==> src/rtl/scan_sample_unpack_scale_top_defines.svh <==
// Assertion macros used by the top-level RTL.
`ifndef SCAN_SAMPLE_UNPACK_SCALE_TOP_DEFINES_SVH
`define SCAN_SAMPLE_UNPACK_SCALE_TOP_DEFINES_SVH

// Check that a condition implies a consequence in the same cycle.
`define SSSC_ASSERT_IMPLIES(label, clk, rst, cond, cons, msg) \
   label: assert property (@(posedge clk) disable iff (rst) (cond) |-> (cons)) \
      else $error(msg);

// Check that a condition implies a consequence in the next cycle.
`define SSSC_ASSERT_NEXT(label, clk, rst, cond, cons, msg) \
   label: assert property (@(posedge clk) disable iff (rst) (cond) |=> (cons)) \
      else $error(msg);

`endif

==> src/rtl/sssc_pkg.sv <==
`default_nettype none
package sssc_pkg;

   // storage sizes that are understood
   localparam logic [3:0] STORE_ONE  = 4'd1;
   localparam logic [3:0] STORE_TWO  = 4'd2;
   localparam logic [3:0] STORE_FOUR = 4'd4;

   localparam int unsigned WORD_BITS = 32;

   // register indexes of the configuration port
   typedef enum logic [2:0] {
      REG_STORAGE_BYTES = 3'd0,
      REG_BIG_ENDIAN    = 3'd1,
      REG_SHIFT_RIGHT   = 3'd2,
      REG_DATA_BITS     = 3'd3,
      REG_SIGN_EXT      = 3'd4,
      REG_SCALE         = 3'd5,
      REG_OFFSET        = 3'd6
   } reg_index_type;

   localparam logic signed [63:0] VALUE_MAX = {1'b0, {63{1'b1}}};
   localparam logic signed [63:0] VALUE_MIN = {1'b1, {63{1'b0}}};

   typedef struct packed {
      logic [3:0]         storage_bytes;
      logic               big_endian;
      logic [4:0]         shift_right;
      logic [5:0]         data_bits;
      logic               sign_ext;
      logic signed [31:0] scale;
      logic signed [47:0] offset;
   } cfg_type;

   typedef struct packed {
      logic               invalid;
      logic signed [32:0] sample;
   } sample_type;

   typedef struct packed {
      logic               invalid;
      logic signed [63:0] prod;
   } prod_type;

endpackage
`default_nettype wire

==> src/rtl/sssc_unpack.sv <==
`default_nettype none
module sssc_unpack
   import sssc_pkg::*;
(
   input  wire logic        clock,
   input  wire logic        reset,
   input  wire cfg_type     cfg,
   input  wire logic        in_valid,
   output logic             in_ready,
   input  wire logic [31:0] in_raw,
   output logic             out_valid,
   input  wire logic        out_ready,
   output sample_type       out_data
);

   logic       valid_ff;
   logic       valid_in;
   sample_type data_ff;
   sample_type data_in;
   logic [31:0] word;
   logic [31:0] shifted;
   logic [31:0] mask;
   logic [31:0] kept;
   logic [5:0]  n_eff;
   logic [4:0]  top_idx;
   logic        bad_size;
   logic        neg;

   // assemble the word in the stored byte order
   always_comb begin
      bad_size = 1'b0;
      word     = '0;
      case (cfg.storage_bytes)
         STORE_ONE: begin
            word = {24'd0, in_raw[7:0]};
         end
         STORE_TWO: begin
            word = cfg.big_endian ? {16'd0, in_raw[7:0], in_raw[15:8]}
                                  : {16'd0, in_raw[15:0]};
         end
         STORE_FOUR: begin
            word = cfg.big_endian ? {in_raw[7:0], in_raw[15:8], in_raw[23:16], in_raw[31:24]}
                                  : in_raw;
         end
         default: begin
            bad_size = 1'b1;
         end
      endcase
   end

   // shift, mask to the used bits, sign-extend
   always_comb begin
      shifted = word >> cfg.shift_right;
      n_eff   = (cfg.data_bits > 6'(WORD_BITS)) ? 6'(WORD_BITS) : cfg.data_bits;
      if (n_eff == 6'd0) begin
         mask = '0;
      end else if (n_eff == 6'(WORD_BITS)) begin
         mask = '1;
      end else begin
         mask = (32'd1 << n_eff[4:0]) - 32'd1;
      end
      kept    = shifted & mask;
      top_idx = n_eff[4:0] - 5'd1;
      neg     = cfg.sign_ext && (n_eff != 6'd0) && shifted[top_idx];
      data_in.invalid = bad_size;
      data_in.sample  = neg ? $signed({1'b1, kept | ~mask}) : $signed({1'b0, kept});
   end

   assign in_ready  = !valid_ff || out_ready;
   assign valid_in  = in_ready ? in_valid : valid_ff;
   assign out_valid = valid_ff;
   assign out_data  = data_ff;

   always_ff @(posedge clock) begin
      if (reset) begin
         valid_ff <= 1'b0;
      end else begin
         valid_ff <= valid_in;
      end
   end

   always_ff @(posedge clock) begin
      if (in_ready && in_valid) begin
         data_ff <= data_in;
      end
   end

endmodule
`default_nettype wire

==> src/rtl/sssc_mul.sv <==
`default_nettype none
module sssc_mul
   import sssc_pkg::*;
(
   input  wire logic               clock,
   input  wire logic               reset,
   input  wire logic signed [31:0] scale,
   input  wire logic               in_valid,
   output logic                    in_ready,
   input  wire sample_type         in_data,
   output logic                    out_valid,
   input  wire logic               out_ready,
   output prod_type                out_data
);

   logic               valid_ff;
   logic               valid_in;
   prod_type           data_ff;
   prod_type           data_in;
   logic signed [64:0] full_prod;

   // |sample| < 2^32 and |scale| <= 2^31: the product fits in 64 bits
   assign full_prod       = in_data.sample * scale;
   assign data_in.invalid = in_data.invalid;
   assign data_in.prod    = full_prod[63:0];

   assign in_ready  = !valid_ff || out_ready;
   assign valid_in  = in_ready ? in_valid : valid_ff;
   assign out_valid = valid_ff;
   assign out_data  = data_ff;

   always_ff @(posedge clock) begin
      if (reset) begin
         valid_ff <= 1'b0;
      end else begin
         valid_ff <= valid_in;
      end
   end

   always_ff @(posedge clock) begin
      if (in_ready && in_valid) begin
         data_ff <= data_in;
      end
   end

endmodule
`default_nettype wire

==> src/rtl/sssc_acc.sv <==
`default_nettype none
module sssc_acc
   import sssc_pkg::*;
(
   input  wire logic               clock,
   input  wire logic               reset,
   input  wire logic signed [47:0] offset,
   input  wire logic               in_valid,
   output logic                    in_ready,
   input  wire prod_type           in_data,
   output logic                    out_valid,
   input  wire logic               out_ready,
   output logic signed [63:0]      out_value,
   output logic                    out_invalid,
   output logic                    out_saturated
);

   logic               valid_ff;
   logic               valid_in;
   logic signed [63:0] value_ff;
   logic signed [63:0] value_in;
   logic               invalid_ff;
   logic               saturated_ff;
   logic               saturated_in;
   logic [64:0]        sum;
   logic               ovf;

   // add in 65 bits, clip when the top two bits disagree; an invalid item gives zero
   always_comb begin
      sum = {in_data.prod[63], in_data.prod} + {{17{offset[47]}}, offset};
      ovf = sum[64] != sum[63];
      if (in_data.invalid) begin
         value_in     = '0;
         saturated_in = 1'b0;
      end else if (ovf) begin
         value_in     = sum[64] ? VALUE_MIN : VALUE_MAX;
         saturated_in = 1'b1;
      end else begin
         value_in     = $signed(sum[63:0]);
         saturated_in = 1'b0;
      end
   end

   assign in_ready      = !valid_ff || out_ready;
   assign valid_in      = in_ready ? in_valid : valid_ff;
   assign out_valid     = valid_ff;
   assign out_value     = value_ff;
   assign out_invalid   = invalid_ff;
   assign out_saturated = saturated_ff;

   always_ff @(posedge clock) begin
      if (reset) begin
         valid_ff <= 1'b0;
      end else begin
         valid_ff <= valid_in;
      end
   end

   always_ff @(posedge clock) begin
      if (in_ready && in_valid) begin
         value_ff     <= value_in;
         invalid_ff   <= in_data.invalid;
         saturated_ff <= saturated_in;
      end
   end

endmodule
`default_nettype wire

==> src/rtl/scan_sample_unpack_scale_top.sv <==
// Each accepted item is registered by each stage in turn before its result reaches the rsp_ side.
// Throughput: one item per cycle while rsp_stall is low; each of the three stages (unpack, multiply,
// add and clip) holds one item and advances whenever the stage after it moves.
// Reset: synchronous, active high; empties all stages and loads the register
// defaults (2 bytes, little endian, no shift, 16 bits, unsigned, gain 1.0).
`default_nettype none
`include "scan_sample_unpack_scale_top_defines.svh"
module scan_sample_unpack_scale_top
   import sssc_pkg::*;
(
   input  wire logic        clock,
   input  wire logic        reset,
   // configuration writes
   input  wire logic        csr_valid,
   output logic             csr_ready,
   input  wire logic [2:0]  csr_index,
   input  wire logic [47:0] csr_data,
   // input items
   input  wire logic        req_valid,
   output logic             req_stall,
   input  wire logic [31:0] req_raw_bytes,
   // result items
   output logic             rsp_valid,
   input  wire logic        rsp_stall,
   output logic signed [63:0] rsp_value,
   output logic             rsp_invalid,
   output logic             rsp_saturated
);

   cfg_type    cfg_ff;
   cfg_type    cfg_in;
   logic       unp_ready;
   logic       unp_valid;
   sample_type unp_data;
   logic       mul_ready;
   logic       mul_valid;
   prod_type   mul_data;
   logic       acc_ready;

   // Registers take a write on any cycle; an index past the list is dropped.
   assign csr_ready = 1'b1;

   always_comb begin
      cfg_in = cfg_ff;
      if (csr_valid && csr_ready) begin
         case (reg_index_type'(csr_index))
            REG_STORAGE_BYTES: cfg_in.storage_bytes = csr_data[3:0];
            REG_BIG_ENDIAN:    cfg_in.big_endian    = csr_data[0];
            REG_SHIFT_RIGHT:   cfg_in.shift_right   = csr_data[4:0];
            REG_DATA_BITS:     cfg_in.data_bits     = csr_data[5:0];
            REG_SIGN_EXT:      cfg_in.sign_ext      = csr_data[0];
            REG_SCALE:         cfg_in.scale         = $signed(csr_data[31:0]);
            REG_OFFSET:        cfg_in.offset        = $signed(csr_data);
            default: begin
            end
         endcase
      end
   end

   always_ff @(posedge clock) begin
      if (reset) begin
         cfg_ff.storage_bytes <= STORE_TWO;
         cfg_ff.big_endian    <= 1'b0;
         cfg_ff.shift_right   <= 5'd0;
         cfg_ff.data_bits     <= 6'd16;
         cfg_ff.sign_ext      <= 1'b0;
         cfg_ff.scale         <= 32'sd65536;
         cfg_ff.offset        <= 48'sd0;
      end else begin
         cfg_ff <= cfg_in;
      end
   end

   // Stall the input only when every stage is occupied and the output is held.
   assign req_stall = !unp_ready;

   // Stage 1: assemble the word, shift, mask and sign-extend
   sssc_unpack u_unpack (
      .clock     (clock),
      .reset     (reset),
      .cfg       (cfg_ff),
      .in_valid  (req_valid),
      .in_ready  (unp_ready),
      .in_raw    (req_raw_bytes),
      .out_valid (unp_valid),
      .out_ready (mul_ready),
      .out_data  (unp_data)
   );

   // Stage 2: multiply the sample by the Q16 gain
   sssc_mul u_mul (
      .clock     (clock),
      .reset     (reset),
      .scale     (cfg_ff.scale),
      .in_valid  (unp_valid),
      .in_ready  (mul_ready),
      .in_data   (unp_data),
      .out_valid (mul_valid),
      .out_ready (acc_ready),
      .out_data  (mul_data)
   );

   // Stage 3: add the offset, clip to 64 bits, hold the result for the taker
   sssc_acc u_acc (
      .clock         (clock),
      .reset         (reset),
      .offset        (cfg_ff.offset),
      .in_valid      (mul_valid),
      .in_ready      (acc_ready),
      .in_data       (mul_data),
      .out_valid     (rsp_valid),
      .out_ready     (!rsp_stall),
      .out_value     (rsp_value),
      .out_invalid   (rsp_invalid),
      .out_saturated (rsp_saturated)
   );

   // An item with a bad storage size carries a zero value and no clip flag.
   `SSSC_ASSERT_IMPLIES(a_invalid_zero, clock, reset, rsp_valid && rsp_invalid,
      rsp_value == 64'sd0 && !rsp_saturated, "invalid item with nonzero value")
   // A clipped value sits at one end of the range.
   `SSSC_ASSERT_IMPLIES(a_sat_extreme, clock, reset, rsp_valid && rsp_saturated,
      rsp_value == VALUE_MAX || rsp_value == VALUE_MIN, "clipped value not at range end")
   // Input stalls only when the pipeline is full and the output is held.
   `SSSC_ASSERT_IMPLIES(a_stall_full, clock, reset, req_stall,
      rsp_valid && rsp_stall && unp_valid && mul_valid, "input stalled with room left")

endmodule
`default_nettype wire
==> config.mk <==
export PLATFORM = sky130hd
export DESIGN_NAME = scan_sample_unpack_scale_top
export DESIGN_NICKNAME = d
export VERILOG_FILES = /design/src/rtl/sssc_pkg.sv /design/src/rtl/sssc_unpack.sv /design/src/rtl/sssc_mul.sv /design/src/rtl/sssc_acc.sv /design/src/rtl/scan_sample_unpack_scale_top.sv
export VERILOG_INCLUDE_DIRS = /design/src /design/src/rtl
export SDC_FILE = /design/constraint.sdc
export NUM_CORES = 2
export LEC_CHECK = 0
export BUFFER_PORTS_ARGS = -buffer_cell sky130_fd_sc_hd__clkbuf_2
export CAP_MARGIN = 40
export CORE_AREA = 2 2 335 304
export CTS_CLUSTER_DIAMETER = 60
export DETAILED_ROUTE_END_ITERATION = 7
export DIE_AREA = 0 0 337 306
export GPL_TIMING_DRIVEN = 0
export PLACE_DENSITY_LB_ADDON = 0.15
export SETUP_SLACK_MARGIN = 0.3
export SLEW_MARGIN = 20
export SYNTH_ARGS = -nofsm -noshare
export SYNTH_HDL_FRONTEND = slang
export SYNTH_SLANG_ARGS = --single-unit
==> constraint.sdc <==
create_clock -name clock -period 12.03 [get_ports clock]
set_input_delay 1.203 -clock clock [delete_from_list [all_inputs] [get_ports clock]]
set_output_delay 1.203 -clock clock [all_outputs]
set_load 0.1 [all_outputs]
==> flow_summary.ini <==
[run_status]
outcome = complete, no violations

[power_and_ir_drop]
p_leak_nw = 27.68
power_mw = 4.559
ir_drop_mv = 0.09909
p_per_area_nw_per_um2 = 76.97

[die]
die_area_um2 = 103100
die_w_um = 337
rows = 110
die_h_um = 306
initial_utilization = 0.5473
pin_count = 157
coreArea_um2 = 99510

[run]
timing.max_cap.violations = 0

[synth]
synthFlopType = edfxtp_1
synth_nets = 7282
yosysSeqAreaShare = 0.1277
syn_inst = 5836
synth_edf_count = 165
synth-async-reset-ratio = 0
synth_area_leaders = fa_1, edfxtp_1, inv_1
syn-cell-area_um2 = 54460
yosysTopAreaCellShare = 0.4059
synth_cell_types = 105
syn_avg_cell_area_um2 = 9.331
synth_seq_cells = 265
synth_top_area_cell = fa_1
yosysWarnings = 0

[detailed_routing]
wire_per_inst_um = 27.36
vias_per_cell = 5.942
ant_nets = 0
wl_um = 205400
route.vias.total = 44600
dr.pass1.iters = 5
dr.first_iter.drc_count = 4818
route.detailed.drc = 0

[timing]
timing.final.crit_share = 0.9349
fin_ws_ns = 0.7827
final-setup-viol-count = 0
setup-tns-final_ns = 0
rsz0062_at_grt = no
max_freq_mhz = 88.91
slew_headroom = 0.2840
worst_slew_pin_slew_ns = 1.074
finalCriticalPeriod_ns = 11.25
slew_violations = 0
hold_violations = 0
fin_worst_skew_ns = 0.01814
holdWs_ns = 0.4200

[clock_tree]
clkSlewWorstSetupHoldPaths_ns = 0.07
clk_latency_ns = 0.57
cts_inserted_buffers = 27
ctsHtreeMaxLevel = 1
post_cts_buffers = 0
cts.sinks = 265
clock_path_buffers = 3
cts_tree = built
cts_root_buffer = clkbuf_16

[setup_path]
cp.required_ns = 12.35
cpPeakStageDelay_ns = 0.84
worstSetupStartpointType = register
critPathBufInv = 5
endpoint_kind = register
crit_type = reg -> reg
crit_arrival_ns = 11.57
cp_max_fo = 12
cpMaxStageDelayCell = fa_2
crit_path_frequent_cell = fa_1
cpLargestDelayFamily = adder cells

[placement]
io_buffers = 154
place.gp.congestion = 1.064
place_ws_ns = 0.7475
dp_hpwl_um = 174400
placed_cells = 7423

[grt]
grt_max_degree = 30
grt_pass1_vias = 45460
grt-ovfl-total = 0
grt_first_pass_wirelength_um = 300500
antenna_found_initial = 22
track_usage = 0.4050

[layout]
syn_to_final_growth_pct = 8.777
final_common_cell = fa_1
final_cell_mix = fa_1, inv_1, nand2_1, and2_1, clkbuf_1
drive_gt1_frac = 0.07431
layout.nets = 7575
instances_no_fill = 7506

[min_path]
hp-class = reg -> reg
[final timing paths]
path	startpoint	to	slack (ns)	depth (start not counted)
max	cfg_ff[48]	u_mul.out_data[61]	0.78	25
max reg2reg	cfg_ff[48]	u_mul.out_data[61]	0.78	25
min reg2reg	u_unpack.out_data[33]	u_mul.out_data[64]	0.42	0
min	u_unpack.out_data[33]	u_mul.out_data[64]	0.42	0
[stage by stage]
stage	utilization	area [um2]
6_report	0.5953	59240
5_1_grt	0.5950	59210
4_1_cts	0.5926	58960
3_5_place_dp	0.5837	58080
3_3_place_gp	0.5719	56910
2_1_floorplan	-	54460
[registers in the layout, summed over array words and instances, names as in the netlist, 34 cells and up]
signal             flops
u_mul.out_data        65
u_unpack.out_data     34
u_acc.out_value       64
cfg_ff                97
[Yosys cell counts (all sizes together), types with 8 or more instances]
cell / number
mux4: 37
edfxtp: 165
nor3: 35
o21ai: 178
a31o: 10
and3: 34
a31oi: 28
a22oi: 13
a21oi: 272
clkbuf: 306
fa: 1104
xnor2: 86
ha: 254
nand2: 803
a221oi: 8
xor2: 52
and2: 552
nor2: 176
o21bai: 29
or2: 15
or3: 9
and4: 14
buf: 39
mux2i: 56
a211oi: 18
mux2: 9
nand4: 24
dfxtp: 100
nand3: 52
inv: 1003
a21o: 84
a221o: 11
o211ai: 22
nand2b: 34
o21a: 17
nor2b: 27
a211o: 10
o31ai: 17
[metal layers]
metal	share of wire	global-route usage	vias up
li1	-	-	18890
met1	0.39	0.5452	22510
met2	0.43	0.5933	2573
met3	0.12	0.1122	620
met4	0.070	0.2235	4
met5	0.00017	0	-
[worst reg2reg max path, stage by stage (launching register included)]
cell,delay [ns]
dfxtp_1,0.48
clkbuf_1,0.76
and2_1,0.27
ha_1,0.30
fa_1,0.54
fa_2,0.84
inv_1,0.19
fa_1,0.81
inv_1,0.41
fa_1,0.58
fa_1,0.55
inv_1,0.05
fa_1,0.67
inv_1,0.11
fa_1,0.48
ha_1,0.38
a21o_1,0.21
a21o_1,0.16
a21oi_1,0.33
nand3b_1,0.13
a2111oi_0,0.73
nor2_1,0.28
a41oi_1,0.53
o21ai_0,0.37
or4_1,0.48
nand4_1,0.35
[final cells by class]
cell class	instances	area, um2
Multi-Input combinational cell	4222	42370
Fill cell	8984	40270
Clock buffer	34	733.2
Timing Repair Buffer	264	2147
Inverter	1004	3769
Tap cell	1344	1682
Clock inverter	16	146.4
Antenna cell	12	30.03
Sequential cell	265	6957
Buffer	345	1404
[kinds of logic (layout without fill, tap and decap cells)]
family	count (synthesis)	after routing	synth area share
other	1	13	0.00006886
xor gates and xnor gates	138	138	0.02233
muxes	102	102	0.03120
buffers and inverters	1349	1663	0.09487
DFF	265	265	0.1277
adders and majority gates	1358	1358	0.4642
and+or+nand+nor	1809	1809	0.1634
AOI/OAI and AO/OA	814	814	0.09618
[where the power goes]
group	internal (mW)	total (mW)	switching, mW
registers	1.10	1.17	0.0729
clock network	0.463	0.850	0.387
logic	0.852	2.54	1.68
total	2.42	4.56	2.14
[what timing repair did]
action,4_1_cts,5_1_grt
gates resized for setup,0,2
setup endpoints to repair,0,2
hold buffers,0,0
Note: power is estimated with default switching activity, not from simulation.
